$ cat src/rtl/ssd_pkg.sv
// Shared constants and result type for the syslog stream deframer.
// No dependencies; imported by the deframer top level.
package ssd_pkg;

  localparam int unsigned LengthDigitsDefault = 7;
  localparam int unsigned ResultDepth         = 4;

  localparam logic [15:0] KeptLenReset  = 16'd2048;
  localparam logic [23:0] FrameLenReset = 24'd1048576;
  localparam logic [23:0] AccMax        = 24'hFFFFFF;

  localparam logic [7:0] CharZero  = 8'h30;
  localparam logic [7:0] CharOne   = 8'h31;
  localparam logic [7:0] CharNine  = 8'h39;
  localparam logic [7:0] CharSpace = 8'h20;
  localparam logic [7:0] CharLf    = 8'h0A;
  localparam logic [7:0] CharCr    = 8'h0D;

  localparam logic [3:0] RegMaxKeptLen  = 4'd0;
  localparam logic [3:0] RegMaxFrameLen = 4'd1;

  typedef enum logic [1:0] {
    KindPayload  = 2'd0,
    KindFrameEnd = 2'd1,
    KindError    = 2'd2
  } kind_e;

  typedef struct packed {
    kind_e       kind;
    logic [7:0]  payload;
    logic [15:0] frame_length;
    logic        last;
  } result_t;

endpackage

$ cat src/rtl/syslog_stream_deframer_unit.sv
// Syslog stream deframer: octet-counting and LF-delimited framing of a byte stream.
// Depends on ssd_pkg for constants and the result record type.
// Each result is written into the result queue when its byte is accepted.
// Throughput: one byte per cycle while at least two of four result queue entries are free;
// the queue drains one result per cycle while m_axis_tready_i is high.
// Reset clears framing state and queue, max_kept_len 2048, max_frame_len 1048576.
module syslog_stream_deframer_unit #(
  parameter int unsigned LengthDigits = ssd_pkg::LengthDigitsDefault
) (
  input  logic        clk_i,
  input  logic        rst_ni,
  input  logic        s_axis_tvalid_i,
  output logic        s_axis_tready_o,
  input  logic [7:0]  s_axis_tdata_i,   // [7:0] data_byte
  output logic        m_axis_tvalid_o,
  input  logic        m_axis_tready_i,
  output logic [23:0] m_axis_tdata_o,   // [7:0] payload, [23:8] frame_length
  output logic [1:0]  m_axis_tuser_o,   // [1:0] kind
  output logic        m_axis_tlast_o,
  input  logic        cfg_valid_i,
  output logic        cfg_ready_o,
  input  logic [3:0]  cfg_index_i,
  input  logic [23:0] cfg_data_i
);
  import ssd_pkg::*;

  localparam int unsigned DigitW = $clog2(LengthDigits + 1);
  localparam int unsigned PtrW   = $clog2(ResultDepth);
  localparam int unsigned CntW   = $clog2(ResultDepth + 1);

  localparam logic [1:0] ModeUnknown = 2'd0;
  localparam logic [1:0] ModeOctet   = 2'd1;
  localparam logic [1:0] ModeLf      = 2'd2;

  logic [15:0]       max_kept_q;
  logic [23:0]       max_frame_q;
  logic [1:0]        mode_q, mode_d;
  logic              in_payload_q, in_payload_d;
  logic              err_q, err_d;
  logic [23:0]       acc_q, acc_d;
  logic [DigitW-1:0] digits_q, digits_d;
  logic [23:0]       remain_q, remain_d;
  logic [15:0]       kept_q, kept_d;
  logic              stopped_q, stopped_d;
  logic              cr_q, cr_d;

  result_t           queue_q [ResultDepth];
  logic [PtrW-1:0]   wr_ptr_q, rd_ptr_q;
  logic [CntW-1:0]   count_q;

  logic        accept, pop;
  logic [7:0]  c;
  logic        is_digit, first_octet;
  logic [27:0] acc_ext;
  logic [23:0] remain_dec;
  logic [15:0] kept_inc, lf_len;
  logic        a_vld, b_vld;
  result_t     res_a, res_b, res0, res1;
  logic [1:0]  n_res;

  assign c           = s_axis_tdata_i;
  assign accept      = s_axis_tvalid_i && s_axis_tready_o;
  assign pop         = m_axis_tvalid_o && m_axis_tready_i;
  assign cfg_ready_o = 1'b1;
  assign is_digit    = (c >= CharZero) && (c <= CharNine);
  assign first_octet = (c >= CharOne) && (c <= CharNine);
  assign acc_ext     = {1'b0, acc_q, 3'b000} + {3'b000, acc_q, 1'b0} + {20'd0, c - CharZero};
  assign remain_dec  = (remain_q != 24'd0) ? remain_q - 24'd1 : 24'd0;
  assign kept_inc    = kept_q + 16'd1;
  assign lf_len      = (cr_q && kept_q != 16'd0) ? kept_q - 16'd1 : kept_q;

  always_comb begin
    mode_d       = mode_q;
    in_payload_d = in_payload_q;
    err_d        = err_q;
    acc_d        = acc_q;
    digits_d     = digits_q;
    remain_d     = remain_q;
    kept_d       = kept_q;
    stopped_d    = stopped_q;
    cr_d         = cr_q;
    a_vld        = 1'b0;
    b_vld        = 1'b0;
    res_a        = '{kind: KindPayload, payload: c, frame_length: 16'd0, last: 1'b0};
    res_b        = '{kind: KindFrameEnd, payload: 8'd0, frame_length: 16'd0, last: 1'b0};
    if (!err_q) begin
      if (mode_q == ModeUnknown) begin
        mode_d = first_octet ? ModeOctet : ModeLf;
      end
      if (mode_d == ModeOctet) begin
        if (!in_payload_q) begin
          if (is_digit) begin
            if (digits_q >= DigitW'(LengthDigits)) begin
              err_d = 1'b1;
            end else begin
              acc_d    = (acc_ext > {4'd0, AccMax}) ? AccMax : acc_ext[23:0];
              digits_d = digits_q + DigitW'(1);
            end
          end else if (c == CharSpace) begin
            acc_d    = 24'd0;
            digits_d = '0;
            if (digits_q == '0 || acc_q == 24'd0 || acc_q > max_frame_q) begin
              err_d = 1'b1;
            end else begin
              remain_d     = acc_q;
              kept_d       = 16'd0;
              in_payload_d = 1'b1;
            end
          end else begin
            err_d = 1'b1;
          end
          if (err_d) begin
            b_vld = 1'b1;
            res_b.kind = KindError;
          end
        end else begin
          if (kept_q < max_kept_q) begin
            a_vld  = 1'b1;
            kept_d = kept_inc;
          end
          remain_d = remain_dec;
          if (remain_dec == 24'd0) begin
            b_vld              = 1'b1;
            res_b.frame_length = kept_d;
            in_payload_d       = 1'b0;
            kept_d             = 16'd0;
          end
        end
      end else begin
        if (c == CharLf) begin
          cr_d               = 1'b0;
          b_vld              = (lf_len != 16'd0);
          res_b.frame_length = lf_len;
          kept_d             = 16'd0;
          stopped_d          = 1'b0;
        end else if (!stopped_q) begin
          if (kept_q < max_kept_q) begin
            a_vld         = cr_q;
            res_a.payload = CharCr;
            cr_d          = (c == CharCr);
            b_vld         = (c != CharCr);
            res_b.kind    = KindPayload;
            res_b.payload = c;
            kept_d        = kept_inc;
          end else begin
            stopped_d = 1'b1;
          end
        end
      end
    end
  end

  always_comb begin
    n_res     = {1'b0, a_vld} + {1'b0, b_vld};
    res0      = a_vld ? res_a : res_b;
    res1      = res_b;
    res0.last = (n_res == 2'd1);
    res1.last = 1'b1;
  end

  always_ff @(posedge clk_i or negedge rst_ni) begin
    if (!rst_ni) begin
      max_kept_q  <= KeptLenReset;
      max_frame_q <= FrameLenReset;
    end else if (cfg_valid_i && cfg_ready_o) begin
      case (cfg_index_i)
        RegMaxKeptLen:  max_kept_q  <= cfg_data_i[15:0];
        RegMaxFrameLen: max_frame_q <= cfg_data_i;
        default: ;
      endcase
    end
  end

  always_ff @(posedge clk_i or negedge rst_ni) begin
    if (!rst_ni) begin
      mode_q       <= ModeUnknown;
      in_payload_q <= 1'b0;
      err_q        <= 1'b0;
      acc_q        <= 24'd0;
      digits_q     <= '0;
      remain_q     <= 24'd0;
      kept_q       <= 16'd0;
      stopped_q    <= 1'b0;
      cr_q         <= 1'b0;
    end else if (accept) begin
      mode_q       <= mode_d;
      in_payload_q <= in_payload_d;
      err_q        <= err_d;
      acc_q        <= acc_d;
      digits_q     <= digits_d;
      remain_q     <= remain_d;
      kept_q       <= kept_d;
      stopped_q    <= stopped_d;
      cr_q         <= cr_d;
    end
  end

  assign s_axis_tready_o = (count_q <= CntW'(ResultDepth - 2));
  assign m_axis_tvalid_o = (count_q != '0);

  always_ff @(posedge clk_i) begin
    if (accept && n_res != 2'd0) begin
      queue_q[wr_ptr_q] <= res0;
    end
    if (accept && n_res == 2'd2) begin
      queue_q[wr_ptr_q + PtrW'(1)] <= res1;
    end
  end

  always_ff @(posedge clk_i or negedge rst_ni) begin
    if (!rst_ni) begin
      wr_ptr_q <= '0;
      rd_ptr_q <= '0;
      count_q  <= '0;
    end else begin
      if (accept) begin
        wr_ptr_q <= wr_ptr_q + PtrW'(n_res);
      end
      if (pop) begin
        rd_ptr_q <= rd_ptr_q + PtrW'(1);
      end
      count_q <= count_q + (accept ? CntW'(n_res) : CntW'(0)) - (pop ? CntW'(1) : CntW'(0));
    end
  end

  assign m_axis_tuser_o = queue_q[rd_ptr_q].kind;
  assign m_axis_tdata_o = {queue_q[rd_ptr_q].frame_length, queue_q[rd_ptr_q].payload};
  assign m_axis_tlast_o = queue_q[rd_ptr_q].last;

  a_queue_bound: assert property (@(posedge clk_i) disable iff (!rst_ni)
    count_q <= CntW'(ResultDepth))
    else $error("result queue overfilled");

  a_error_sticky: assert property (@(posedge clk_i) disable iff (!rst_ni)
    err_q |=> err_q)
    else $error("protocol error cleared without reset");

  a_silent_after_error: assert property (@(posedge clk_i) disable iff (!rst_ni)
    (accept && err_q) |-> (n_res == 2'd0))
    else $error("result produced after protocol error");

  a_payload_octet: assert property (@(posedge clk_i) disable iff (!rst_ni)
    in_payload_q |-> (mode_q == ModeOctet))
    else $error("payload state outside octet counting");

endmodule

$ cat config.mk
export PLATFORM = sky130hd
export DESIGN_NAME = syslog_stream_deframer_unit
export DESIGN_NICKNAME = d
export VERILOG_FILES = /design/src/rtl/ssd_pkg.sv /design/src/rtl/syslog_stream_deframer_unit.sv
export SDC_FILE = /design/constraint.sdc
export NUM_CORES = 1
export LEC_CHECK = 0
export BUFFER_PORTS_ARGS = -buffer_cell sky130_fd_sc_hd__buf_2
export CAP_MARGIN = 20
export CORE_MARGIN = 1.5
export CORE_UTILIZATION = 57
export CTS_CLUSTER_SIZE = 8
export DETAILED_ROUTE_END_ITERATION = 10
export PLACE_DENSITY = 0.75
export SLEW_MARGIN = 20
export SYNTH_ARGS = -nofsm -noshare
export SYNTH_HDL_FRONTEND = slang
export SYNTH_SLANG_ARGS = --single-unit
export TNS_END_PERCENT = 50
$ cat constraint.sdc
create_clock -name clk_i -period 13.15 [get_ports clk_i]
set_clock_uncertainty 0.1 [all_clocks]
set_input_delay 1.315 -clock clk_i [delete_from_list [all_inputs] [get_ports clk_i]]
set_output_delay 1.315 -clock clk_i [all_outputs]
set_load 0.01 [all_outputs]
## After elaboration in Yosys (flattened, before gate mapping)

Memories as Yosys holds them, arrays and structs flattened.
Cells that the tools add are included.

| word-level totals | value |
|---|---|
| output and inout port bits | 30 |
| bits in writable memories | 108 |
| input bits | 41 |
| logic and storage cells | 171 |
| memories | 1 |
| bits in registers | 120 |

Memory list:

| name | depth | width | read ports | clocked after memory_dff | wr ports | line | RTL |
|---|---|---|---|---|---|---|---|
| queue_q | 4 | 27 | 1 | 0 | 2 | syslog_stream_deframer_unit.sv:47 | `result_t queue_q [ResultDepth];` |

| operators by class | value |
|---|---|
| equal/unequal tests | 16 |
| order comparisons | 8 |
| multiplexer cells | 85 |
| reduce and logical (&&, ||, !) cells | 31 |
| add/sub/neg operators | 13 |
| bitwise gates (word level) | 3 |

Operators by type and width:

| operator | number |
|---|---|
| 16-bit 2-to-1 mux | 14 |
| 24-bit 2-to-1 mux | 9 |
| 24-bit logical NOT | 2 |
| 8-bit 2-to-1 mux | 6 |
| 1-bit 2-to-1 mux | 41 |
| 16-bit nonzero test | 2 |
| 27-bit by 25-bit adder with 28-bit output | 1 |
| 28-bit by 8-bit adder with 28-bit output | 1 |
| 28-bit by 24-bit > comparator with 1-bit output, second input constant | 1 |
| 27-bit 2-to-1 mux | 1 |
| 26-bit 2-to-1 mux | 1 |
| 24-bit > comparator | 1 |
| 24-bit nonzero test | 1 |
| 24-bit by 1-bit subtractor with 24-bit output, second input constant | 1 |
| 10-bit 2-to-1 mux | 2 |
| 6-bit AND reduction | 3 |
| 16-bit by 1-bit adder with 16-bit output, second input constant | 1 |
| 8-bit by 4-bit equality test with 1-bit output, second input constant | 2 |
| 8-bit by 6-bit >= comparator with 1-bit output, second input constant | 2 |
| 16-bit less-than comparator | 1 |
| 16-bit by 1-bit subtractor with 16-bit output, second input constant | 1 |
| 2-bit 2-to-1 mux | 7 |
| 3-bit 2-to-1 mux | 3 |
| 9-bit 2-to-1 mux | 1 |
| other kinds (31) | 51 |

## Longest topological paths before layout

Gate-level depths: netlist of the first run.

| logic depth | value |
|---|---|
| depth after elaboration | 18 |
| depth in mapped cells | 21 |

## Worst setup path after synthesis of the first run

Ideal clock, no wire load.

| timing path | value |
|---|---|
| path kind | input-to-reg |
| start point | input port s_axis_tdata_i[2] |
| end point | memory queue_q[3][20] in the netlist's numbering, data pin |
| stages on the path | 13 |
| setup time | 257 ps |
| data arrival time | 4671 ps |
| slack | 8122 ps |
| cells stage by stage | or4_1 > nand4b_1 > a311o_1 > a21o_1 > nand3_1 > clkbuf_1 > a31oi_1 > ha_1 > nor2b_1 > nand3_1 > nand2_1 > a22o_1 > a32o_1 |

RTL lines:

| element | line | RTL |
|---|---|---|
| start, declared | syslog_stream_deframer_unit.sv:14 | `input logic [7:0] s_axis_tdata_i,` |
| end, declared | syslog_stream_deframer_unit.sv:47 |  |

==> results of run 1 <==
==> Yosys cell counts (18+ instances only) <==
cell type	count	area share [%]
nor2_1	87	2.2
o21ai_0	70	2.3
xor2_1	19	1.1
nand2_1	136	3.4
a21o_1	18	0.91
inv_1	78	2.0
mux2_2	27	2.0
a22o_1	32	1.9
ha_1	98	8.2
nor3_1	79	2.7
edfxtp_1	104	21
nand3_1	45	1.5
and3_1	21	0.88
mux4_2	27	4.1
clkbuf_1	70	1.8
nor4_1	23	0.96
dfrtp_1	118	20
a21oi_1	45	1.5
nor2b_1	18	0.75
xnor2_1	18	1.1
==> power by group through the flow <==
| stage | registers [W] | clock network, W | logic, W |
|---|---|---|---|
| 4_1_cts | 0.000929 | 0.000823 | 0.000648 |
| 6_report | 0.000929 | 0.000818 | 0.000649 |
| 5_1_grt | 0.000944 | 0.000855 | 0.000721 |
| 3_3_place_gp | 0.000937 | 0 | 0.000625 |
| 3_5_place_dp | 0.000941 | 0 | 0.000643 |
| 2_1_floorplan | 0.000874 | 0 | 0.000500 |
==> how the worst max path moves through the flow <==
| stage | end | slack, ps | start | cells after the start |
|---|---|---|---|---|
| after floorplan | queue_q[3][20]$_DFFE_PP_ | 8120 | s_axis_tdata_i[2] | 13 |
| after global placement | queue_q[1][21]$_DFFE_PP_ | 7390 | s_axis_tdata_i[2] | 14 |
| after detailed placement | queue_q[1][21]$_DFFE_PP_ | 7120 | s_axis_tdata_i[2] | 14 |
| after CTS | queue_q[0][7]$_DFFE_PP_ | 7080 | remain_q[0]$_DFFE_PN0P_ | 15 |
| after global routing | queue_q[0][7]$_DFFE_PP_ | 6540 | remain_q[0]$_DFFE_PN0P_ | 15 |
| final | queue_q[0][7]$_DFFE_PP_ | 7000 | remain_q[0]$_DFFE_PN0P_ | 15 |
==> final cells by class <==
type	count	area [µm²]	share of cell area [%]
Timing Repair Buffer	83	453	2.76
Multi-Input combinational cell	1074	8040	48.9
Tap cell	335	419	2.55
Clock buffer	56	943	5.74
Sequential cell	228	6210	37.8
Clock inverter	3	62.6	0.381
Inverter	80	300	1.83
==> sequential cells by signal, indices dropped and copies added, names as in the netlist, 3 cells and up <==
| register | flops |
|---|---|
| queue_q | 108 |
| acc_q | 24 |
| max_frame_q | 24 |
| remain_q | 24 |
| kept_q | 16 |
| max_kept_q | 16 |
| count_q | 3 |
| digits_q | 3 |
==> metrics by stage <==
step	cell area, µm²	hold WS [ps]
floorplan	14900	335
global placement	15400	371
detailed placement	15400	371
CTS	16400	369
global route	16400	392
finish	16400	384
==> worst max-delay path, delay by kind of cell (launching register included) <==
family | cells | cell delay [ps]
simple gates | 8 | 3780
flops | 1 | 460
compound gates | 3 | 750
fa+ha+maj | 2 | 670
buf+inv | 2 | 170
==> routing by layer <==
metal  global-route usage (%)  wire length, µm  vias up
met2                     47.4            18100      502
met5                        0                0        -
met4                     10.6             1370        0
met3                     4.50             2710      106
li1                         -                -     5622
met1                     40.5            16700     5950
==> cell families (layout without fill, tap and decap cells) <==
group / count (synthesis) / count (layout) / share of synthesized area [%]
and+or+nand+nor: 518 / 518 / 18.1
AOI/OAI and AO/OA: 357 / 357 / 18.0
DFF: 228 / 228 / 41.6
buffers and inverters: 172 / 222 / 4.69
adders and majority gates: 105 / 105 / 9.16
muxes: 56 / 56 / 6.25
xor gates and xnor gates: 37 / 37 / 2.17
other: 1 / 1 / 0.0251
==> results.md, run 1 <==
- Run status: completed
- Most frequent cells in the layout: nand2_1 (136), dfrtp_1 (117), edfxtp_1 (104)
- Switching part of the total: about a third
- Leak pwr: slightly below 7 nW
- Pin count of the biggest net entering global routing: between 60 and 70
- R2R Path End: queue_q[0][7]$_DFFE_PP_
- Pre-antenna DRT Iters: 6
- Fin util: a little under two thirds
- Vias: between 10k and 15k
- Final Max Tran Viols: 0
- Slowest stage delay, CP: approximately 800 ps
- Nets@finish: roughly 1.6k
- Predominant post-synthesis flop cell: dfrtp_1
- Post-synth EDFFs: ~100
- Count of final setup violators: 0
- Detail Route Antenna Nets: 0
- Crit-path max FO: 19
- Power Density: approximately 150 nW/µm²
- Iteration-0 DRC Markers: about 1.3k
- Clk slew on worst S/H paths: ~50 ps
- Seq/Total Area, Yosys: 41.6%
- Mapped Avg Cell Area: roughly 10 µm²
- Num CTS Buffers: 34
- Vias per cell: about 6.6
- Sw power: slightly below 0.0008 W
- Share of cells above drive strength 1: between 10% and 20%
- Root Buffer: clkbuf_16
- Arrival @ worst endpoint: about 6400 ps
- Power consumption: about 0.0024 W
- Initial Util: between 50% and 60%
- Commonest non-fill, non-tap cell in the layout: nand2_1
- Peak supply drop: ~130 µV
- TNS Setup: 0 ps
- Number of global-route vias before repair: roughly 12k
- Fin cells: 1859
- Die Y: 165 µm
- Clk Latency, worst-skew pair: between 500 and 600 ps
- Fin crit share: roughly 47%
- Worst hold path type: flop to flop
- RSZ-0062 raised after global routing: false
- Detail Placement HPWL: approximately 27 mm
- Int Power: ~0.0016 W
- Number of antenna diodes: 0
- Hold Vio Cnt, Final: 0
- P&R area growth vs syn: 10.1%
- Total track usage: 29.4%
- CP max stage cell: nor3_1
- #FFs+latches synth: 228
- Dpl ws: 7120 ps
- CTS sink count: 228
- Slew HR: 28.8%
- Post-synthesis cell type count: 95
- Critical Path RT: about 13000 ps
- Die Wd: about 160 µm
- Mapped cell area: around 15000 µm²
- Max Cap Viol: 0
- Sequential share of power: 38.8%
- Die area: about 27000 µm²
- GPL Wtd Cong: about 0.93
- I/O pins: 71
- Endpoint, Worst Hold: queue_q[3][0]$_SDFFE_PP1N_
- Max Freq: approximately 160 MHz
- Routed WL: 38.9 mm
- Post-CTS resize count: 0
- CTS hold repair buffers: 0
- Inst Count DP: 1800
- Hold Path Depth: 2
- Final-layout fill cell count: between 2k and 2.5k
- Setup Buffers After CTS: 0
- CP Cell Sequence: inv_1 -> ha_1 -> or4b_1 -> nor3_2 -> nand3_1 -> nor3_1 -> a41oi_4 -> nor2_8 -> inv_2 -> a31o_1 -> ha_1 -> nor4_1 -> a21boi_0 -> or2_2 -> nor3_1
- Core footprint: approximately 26000 µm²
- Warnings, synthesis: 0
- Tmin final: between 6000 and 7000 ps
- Row Count: between 50 and 60
- Worst setup EP type: flop
- Cells after Synth: between 1k and 1.5k
- Clk buf depth: 3
- Port bufs: 69
- Clock power share: about a third
- Global-route wire length before repair: around 63 mm
- Worst Hold Launch: queue_q[3][0]$_SDFFE_PP1N_
- Htree depth: 2
- GRT Residual Overflow: 0
- CTS tree: done
- Drc violations: 0
- Combinational Power Share: 27.1%
- Reg2Reg Depth: 15
- Wire per inst: 20.9 µm
- Flop-to-flop setup slack: roughly 7000 ps
- Crit Path Class: flop to flop
- Worst Setup Start Kind: flop
- Initial antenna violation count: 0
- Setup ws final: around 7000 ps
- Slew @ Worst Pin: roughly 1100 ps
- Async SR Flop Fraction: 52.6%
- Net count after synthesis: 1620
- Worst flop-to-flop path startpoint: remain_q[0]$_DFFE_PN0P_
No activity file was read; power rests on OpenSTA's default activity.
==> inputs of run 2 (changes only) <==
--- a/config.mk
+++ b/config.mk
@@ -5,6 +5,7 @@
 export SDC_FILE = /design/constraint.sdc
 export NUM_CORES = 1
 export LEC_CHECK = 0
+export ABC_AREA = 1
 export BUFFER_PORTS_ARGS = -buffer_cell sky130_fd_sc_hd__buf_2
 export CAP_MARGIN = 20
 export CORE_MARGIN = 1.5
==> constraint.sdc (replaced) <==
create_clock -name clk_i -period 5.7 [get_ports clk_i]
set_clock_uncertainty 0.1 [all_clocks]
set_input_delay 0.57 -clock clk_i [delete_from_list [all_inputs] [get_ports clk_i]]
set_output_delay 0.57 -clock clk_i [all_outputs]
set_load 0.01 [all_outputs]
==> run 2 against run 1 <==
Highest routed layer unchanged. Synthesized cell count rose by 41%. Worst setup slack got worse by 6100 ps. Maximum frequency rose by 27%. Largest power group is now clock. Hold slack got worse by 280 ps. Sequential share of layout area fell by 1.8 points. Global-route usage rose by 1.5 points.
==> results.md, run 2 <==
- Run status: completed (unchanged)
- #FFs+latches synth: 228 (unchanged)
- Port bufs: 69 (unchanged)
- Slew @ Worst Pin: 1020 ps (was 1060 ps)
- Routed WL: 42.8 mm (was 38.9 mm)
- Sequential share of power: 40.5% (was 38.8%)
- Peak supply drop: 226 µV (was 134 µV)
- Async SR Flop Fraction: 52.6% (unchanged)
- Post-CTS resize count: 0 (unchanged)
- CP Cell Sequence: inv_4 -> ha_1 -> nand2_1 -> nor2_2 -> nand3b_2 -> nand2_1 -> inv_1 -> o21ai_0 -> nor2_1 -> nand2_1 -> nor2_1 -> nand2_1 -> nand2_1 -> nand2_1 -> nand3_1 -> ha_1 -> nor2_1 -> inv_1 -> nor3_2 -> inv_1 -> nand2_1 -> buf_4 (was inv_1 -> ha_1 -> or4b_1 -> nor3_2 -> nand3_1 -> nor3_1 -> a41oi_4 -> nor2_8 -> inv_2 -> a31o_1 -> ha_1 -> nor4_1 -> a21boi_0 -> or2_2 -> nor3_1)
- Combinational Power Share: 18.1% (was 27.1%)
- Inst Count DP: 2436 (was 1800)
- Most common cell in the netlist: nand2_1 (unchanged)
- Area leader, netlist: edfxtp_1 (unchanged)
- CP max stage cell: dfrtp_1 (was nor3_1)
- Fin util: 64.0% (was 63.6%)
- Crit path depth: 22 (was 15)
- Cells after Synth: 2080 (was 1474)
- Clk Latency, worst-skew pair: 520 ps (about the same)
- Final-layout fill cell count: 2346 (was 2119)
- Largest register FFs: 108 (unchanged)
- Crit-path max FO: 21 (was 19)
- Largest delay share family, worst path: simple AND/OR/NAND/NOR gates (unchanged)
- Vias per cell: 5.69 (was 6.55)
- Commonest non-fill, non-tap cell in the layout: nand2_1 (unchanged)
- Mapped cell area: 15700 µm² (was 14900 µm²)
- Reg2Reg Depth: 22 (was 15)
- Slew HR: 31.5% (was 28.8%)
- Die Wd: 169 µm (was 165 µm)
- Vias: 14.2k (was 12.2k)
- Root Buffer: clkbuf_16 (unchanged)
- Initial antenna violation count: 0 (unchanged)
- Worst hold slack: 100 ps (was 384 ps)
- Largest register by flop count: queue_q (unchanged)
- Sw power: 0.00135 W (was 0.000794 W)
- Final Max Tran Viols: 0 (unchanged)
- Max Freq: 207 MHz (was 163 MHz)
- Iteration-0 DRC Markers: 1179 (was 1283)
- TNS Setup: 0 ps (unchanged)
- Worst setup EP type: flop (unchanged)
- Max Cap Viol: 0 (unchanged)
- Clk slew on worst S/H paths: 50 ps (about the same)
- CTS sink count: 228 (unchanged)
- CP most frequent cell: nand2_1
- GPL Wtd Cong: 0.927 (was 0.933)
- Num CTS Buffers: 34 (unchanged)
- Most frequent cells after synthesis: nand2_1 (531), nor2_1 (262), inv_1 (195) (was nand2_1 (136), dfrtp_1 (118), edfxtp_1 (104))
- Worst hold path type: input pin to async pin (was flop to flop)
- Count of final setup violators: 0 (unchanged)
- Most frequent cells in the layout: nand2_1 (531), nor2_1 (262), inv_1 (195) (was nand2_1 (136), dfrtp_1 (117), edfxtp_1 (104))
- Top post-synthesis cells by area: edfxtp_1 (20%), dfrtp_1 (19%), nand2_1 (13%) (was edfxtp_1 (21%), dfrtp_1 (20%), ha_1 (8.2%))
- Setup Buffers After CTS: 0 (unchanged)
- Die Y: 169 µm (was 165 µm)
- Pre-antenna DRT Iters: 5 (was 6)
- Flop-to-flop setup slack: 860 ps (was 7000 ps)
- Post-synth EDFFs: 104 (unchanged)
- Predominant post-synthesis flop cell: dfrtp_1 (unchanged)
- Power Density: 264 nW/µm² (was 146 nW/µm²)
- Fin crit share: 84.9% (was 46.8%)
- I/O pins: 71 (unchanged)
- Hold Vio Cnt, Final: 0 (unchanged)
- Arrival @ worst endpoint: 4930 ps (was 6370 ps)
- Clock power share: 41.4% (was 34.1%)
- Fin cells: 2497 (was 1859)
- P&R area growth vs syn: 10.0% (was 10.1%)
- Initial Util: 58.1% (was 57.7%)
- Htree depth: 2 (unchanged)
- Seq/Total Area, Yosys: 39.6% (was 41.6%)
- Nets@finish: 2277 (was 1647)
- Number of global-route vias before repair: 13.7k (was 11.7k)
- Worst Setup Start Kind: flop (unchanged)
- RSZ-0062 raised after global routing: false (unchanged)
- Number of antenna diodes: 0 (unchanged)
- Tmin final: 4840 ps (was 6150 ps)
- Pin count of the biggest net entering global routing: 71 (was 64)
- CP bufs+invs: 5 (was 2)
- Clk buf depth: 3 (unchanged)
- Total track usage: 30.9% (was 29.4%)
- Warnings, synthesis: 0 (unchanged)
- Die area: 28500 µm² (was 27200 µm²)
- Global-route wire length before repair: 70.3 mm (was 62.5 mm)
- Critical Path RT: 5790 ps (was 13370 ps)
- Crit Path Class: flop to flop (unchanged)
- Net count after synthesis: 2226 (was 1620)
- Switching part of the total: 29.7% (was 33.1%)
- Wire per inst: 17.1 µm (was 20.9 µm)
- Core footprint: 27000 µm² (was 25800 µm²)
- CTS hold repair buffers: 0 (unchanged)
- Row Count: 60 (was 59)
- Mapped Avg Cell Area: 7.53 µm² (was 10.1 µm²)
- Detail Placement HPWL: 31.7 mm (was 27.5 mm)
- Leak pwr: 7.99 nW (was 6.94 nW)
- Slowest stage delay, CP: 490 ps (was 810 ps)
- Int Power: 0.00320 W (was 0.00160 W)
- Area share of the largest cell type after synthesis: 19.9% (was 20.9%)
- Post-synthesis cell type count: 52 (was 95)
- CTS tree: done (unchanged)
- Drc violations: 0 (unchanged)
- Detail Route Antenna Nets: 0 (unchanged)
- Share of cells above drive strength 1: 8.35% (was 15.2%)
- GRT Residual Overflow: 0 (unchanged)
run 2: cell count changes after synthesis, sizes merged, moves of 28 or more:
| cell | change |
|---|---|
| a21oi | +67 |
| a22o | -31 |
| clkbuf | -28 |
| inv | +121 |
| nand2 | +408 |
| nand3 | +98 |
| nor2 | +189 |
| nor3 | -60 |
| o21ai | +122 |
run 2: metrics by stage:
stage	cell area [µm²]	power, W	setup WS [ps]
5_1_grt	17200	0.00477	362
6_report	17200	0.00455	859
4_1_cts	17200	0.00460	938
2_1_floorplan	15700	0.00241	1310
3_5_place_dp	16200	0.00270	942
3_3_place_gp	16200	0.00267	1070
run 2: final cells by class:
type	instances	area (µm²)	share of cell area, %
timing repair buffer	86	475	2.76
tap	341	427	2.48
multi-input combinational	1576	8350	48.4
clock buffer	57	937	5.44
inverter	205	772	4.48
sequential	228	6210	36.0
clock inverter	4	67.6	0.392
run 2: final timing paths:
kind                                               end             startpoint
max in group asynchronous       kept_q[14]$_DFFE_PN0P_                 rst_ni
hold / removal             max_frame_q[18]$_DFFE_PN0P_                 rst_ni
hold reg to reg                  mode_q[0]$_DFFE_PN0P_  mode_q[1]$_DFFE_PN0P_
setup / recovery               queue_q[1][7]$_DFFE_PP_  kept_q[0]$_DFFE_PN0P_
setup reg to reg               queue_q[1][7]$_DFFE_PP_  kept_q[0]$_DFFE_PN0P_
min in group clk_i         max_frame_q[20]$_DFFE_PN1P_         cfg_data_i[20]
run 2: worst register-to-register path, delay by kind of cell, from the launching register on:
kind	cells	cell delay [ps]
flops	1	490
buf+inv	5	1070
simple gates	14	2170
fa+ha+maj	2	390
compound gates	1	290
run 2: power by group through the flow:
stage | combinational, W | clock, W | sequential, W
2_1_floorplan | 0.000550 | 0 | 0.00186
3_3_place_gp | 0.000804 | 0 | 0.00187
3_5_place_dp | 0.000830 | 0 | 0.00187
4_1_cts | 0.000837 | 0.00191 | 0.00184
5_1_grt | 0.000939 | 0.00198 | 0.00185
6_report | 0.000824 | 0.00189 | 0.00184
run 2: cells by family (layout without fill, tap and decap cells):
kind of cell | count (synthesis) | after routing | synth area share, %
xor gates and xnor gates | 58 | 58 | 3.24
adders and majority gates | 105 | 105 | 8.72
DFF | 228 | 228 | 39.6
other | 1 | 1 | 0.0239
AOI/OAI and AO/OA | 379 | 379 | 13.1
buffers and inverters | 276 | 352 | 7.09
muxes | 1 | 1 | 0.0639
and+or+nand+nor | 1032 | 1032 | 28.1
run 2: layer usage:
metal | up-vias | share of wire, % | GRT usage [%]
met2 | 481 | 46 | 50.6
met5 | - | 0 | 0
li1 | 7024 | - | -
met1 | 6605 | 45 | 42.4
met3 | 91 | 5.8 | 4.21
met4 | 0 | 2.9 | 10.5
==> inputs of run 3 (changes only) <==
==> constraint.sdc (replaced) <==
create_clock -name clk_i -period 4.51 [get_ports clk_i]
set_clock_uncertainty 0.1 [all_clocks]
set_input_delay 0.451 -clock clk_i [delete_from_list [all_inputs] [get_ports clk_i]]
set_output_delay 0.451 -clock clk_i [all_outputs]
set_load 0.01 [all_outputs]
==> run 3 against run 2 <==
Total power is 26% higher. Combinational power increased by 24%. Largest power group is now sequential cells. Clock power increased by 24%. Die area unchanged. Sequential power is 29% higher. Via count up 1.7%. Global-route usage is 0.30 points higher. Worst setup slack got worse by 580 ps. Core utilization increased by 1.2 points.
==> results.md, run 3 (synthesis results as in run 2) <==
- Crit-path max FO: 15 (was 21)
- Most frequent cells in the layout: nand2_1 (529), nor2_1 (262), inv_1 (195) (was nand2_1 (531), nor2_1 (262), inv_1 (195))
- P&R area growth vs syn: 12.1% (was 10.0%)
- CP Cell Sequence: inv_1 -> ha_2 -> nand2_2 -> nor2_4 -> nand3_4 -> o21ai_0 -> nand3_1 -> nor2_1 -> nand3_1 -> nor2_4 -> nand2_1 -> nand2_1 -> nand2_1 -> nor2_1 -> ha_2 -> nand2_2 -> nor3_1 -> inv_1 -> nand2_1 -> buf_4 (was inv_4 -> ha_1 -> nand2_1 -> nor2_2 -> nand3b_2 -> nand2_1 -> inv_1 -> o21ai_0 -> nor2_1 -> nand2_1 -> nor2_1 -> nand2_1 -> nand2_1 -> nand2_1 -> nand3_1 -> ha_1 -> nor2_1 -> inv_1 -> nor3_2 -> inv_1 -> nand2_1 -> buf_4)
- Largest register by flop count: queue_q (unchanged)
- Final Max Tran Viols: 0 (unchanged)
- Routed WL: 44.1 mm (was 42.8 mm)
- Power Density: 326 nW/µm² (was 264 nW/µm²)
- Nets@finish: 2314 (was 2277)
- Die area: 28500 µm² (unchanged)
- Crit path from: remain_q[0]$_DFFE_PN0P_ (was kept_q[0]$_DFFE_PN0P_)
- Detail Placement HPWL: 32.5 mm (was 31.7 mm)
- Crit Path Class: flop to flop (unchanged)
- Total track usage: 31.2% (was 30.9%)
- Core footprint: 27000 µm² (unchanged)
- Num CTS Buffers: 34 (unchanged)
- Vias: 14.4k (was 14.2k)
- Worst setup EP type: flop (unchanged)
- Drc violations: 0 (unchanged)
- Wire per inst: 17.4 µm (was 17.1 µm)
- Initial Util: 58.1% (unchanged)
- Critical Path End: queue_q[3][4]$_DFFE_PP_ (was queue_q[1][7]$_DFFE_PP_)
- Worst flop-to-flop path startpoint: remain_q[0]$_DFFE_PN0P_ (was kept_q[0]$_DFFE_PN0P_)
- Share of cells above drive strength 1: 10.0% (was 8.35%)
- Die Wd: 169 µm (unchanged)
- I/O pins: 71 (unchanged)
- Die Y: 169 µm (unchanged)
- CTS sink count: 228 (unchanged)
- Reg2Reg Depth: 20 (was 22)
- CP most frequent cell: nand2_1 (unchanged)
- Slew HR: 32.8% (was 31.5%)
- R2R Path End: queue_q[3][4]$_DFFE_PP_ (was queue_q[1][7]$_DFFE_PP_)
- GRT Residual Overflow: 0 (unchanged)
- Tmin final: 4230 ps (was 4840 ps)
- Row Count: 60 (unchanged)
- Slowest stage delay, CP: 370 ps (was 490 ps)
- TNS Setup: 0 ps (unchanged)
- Arrival @ worst endpoint: 4320 ps (was 4930 ps)
- Worst Setup Start Kind: flop (unchanged)
- Htree depth: 2 (unchanged)
- Pin count of the biggest net entering global routing: 59 (was 71)
- Detail Route Antenna Nets: 0 (unchanged)
- Clk buf depth: 3 (unchanged)
- Commonest non-fill, non-tap cell in the layout: nand2_1 (unchanged)
- Worst hold path type: input pin to flop (was input pin to async pin)
- Power consumption: 0.00573 W (was 0.00455 W)
- Initial antenna violation count: 0 (unchanged)
- Pre-antenna DRT Iters: 5 (unchanged)
- Max Cap Viol: 0 (unchanged)
- Number of global-route vias before repair: 13.9k (was 13.7k)
- GPL Wtd Cong: 0.946 (was 0.927)
- CP max stage cell: dfrtp_1 (unchanged)
- Flop-to-flop setup slack: 280 ps (was 860 ps)
- Critical Path RT: 4600 ps (was 5790 ps)
- Vias per cell: 5.71 (was 5.69)
- Clk slew on worst S/H paths: 50 ps (about the same)
- Max Freq: 237 MHz (was 207 MHz)
- Root Buffer: clkbuf_16 (unchanged)
- Hold Vio Cnt, Final: 0 (unchanged)
- Fin crit share: 93.8% (was 84.9%)
- Global-route wire length before repair: 71.0 mm (was 70.3 mm)
- Number of antenna diodes: 0 (unchanged)
- Iteration-0 DRC Markers: 1413 (was 1179)
- Slew @ Worst Pin: 1000 ps (was 1020 ps)
- Run status: completed (unchanged)
- Port bufs: 69 (unchanged)
- Largest register FFs: 108 (unchanged)
- Fin util: 65.1% (was 64.0%)
- Clk Latency, worst-skew pair: 510 ps (was 520 ps)
- Count of final setup violators: 0 (unchanged)
- CTS tree: done (unchanged)
- Peak supply drop: 228 µV (was 226 µV)
- Leak pwr: 8.17 nW (was 7.99 nW)
## run 3: stage by stage
step	std cells	hold WS [ps]	worst slack, ps	area (µm²)
2_1_floorplan	2080	55.4	120	15700
3_3_place_gp	2470	336	152	16500
3_5_place_dp	2470	349	-83.3	16500
4_1_cts	2530	87.7	80.7	17500
5_1_grt	2532	109	-4.91	17600
6_report	2532	96.5	282	17600
## run 3: critical path, delay by kind of cell, from the launching register on
family,cells,cell delay [ps]
and+or+nand+nor,14,2110
buffers and inverters,3,630
adders and majority gates,2,490
DFF,1,370
AOI/OAI and AO/OA,1,190
## run 3: worst min-delay path by stage
stage                                             end                       start  cells past startpoint  slack (ps)
after floorplan                  acc_q[0]$_DFFE_PN0P_                      rst_ni                      0          60
after global placement          mode_q[0]$_DFFE_PN0P_       mode_q[0]$_DFFE_PN0P_                      2         340
after detailed placement   queue_q[3][0]$_SDFFE_PP1N_  queue_q[3][0]$_SDFFE_PP1N_                      2         350
after CTS                 max_frame_q[20]$_DFFE_PN1P_              cfg_data_i[20]                      3          90
after global routing      max_frame_q[23]$_DFFE_PN0P_              cfg_data_i[23]                      3         110
final                     max_frame_q[20]$_DFFE_PN1P_              cfg_data_i[20]                      3         100
## run 3: final cells by class
type	instances	area, µm²
repair buffers	122	773
clock inverters	3	33.8
flip-flops and latches	228	6210
clock buffers	56	933
inverters	205	772
well taps	341	427
fillers	2361	9390
multi-input cells	1577	8410
## run 3: power breakdown
group	internal, W	switching (W)
Clock	0.00141	0.000931
Sequential	0.00227	0.000103
Combinational	0.000353	0.000669
Total	0.00403	0.00170
## run 3: metal layers
| metal | part of all wire, % | vias to the layer above | GRT usage [%] |
|---|---|---|---|
| li1 | - | 7094 | - |
| met1 | 45 | 6784 | 41.9 |
| met2 | 47 | 511 | 53.2 |
| met3 | 6.3 | 58 | 4.47 |
| met4 | 1.7 | 0 | 7.88 |
| met5 | 0 | - | 0 |
## run 3: repair_timing
action / CTS / global route
gates resized for setup: 3 / 8
pin swaps: 0 / 1
endpoints found under the hold margin: 55 / 0
setup buffers: 0 / 1
cloned: 0 / 1
hold buffers: 1 / 0
endpoints found under the setup margin: 15 / 149
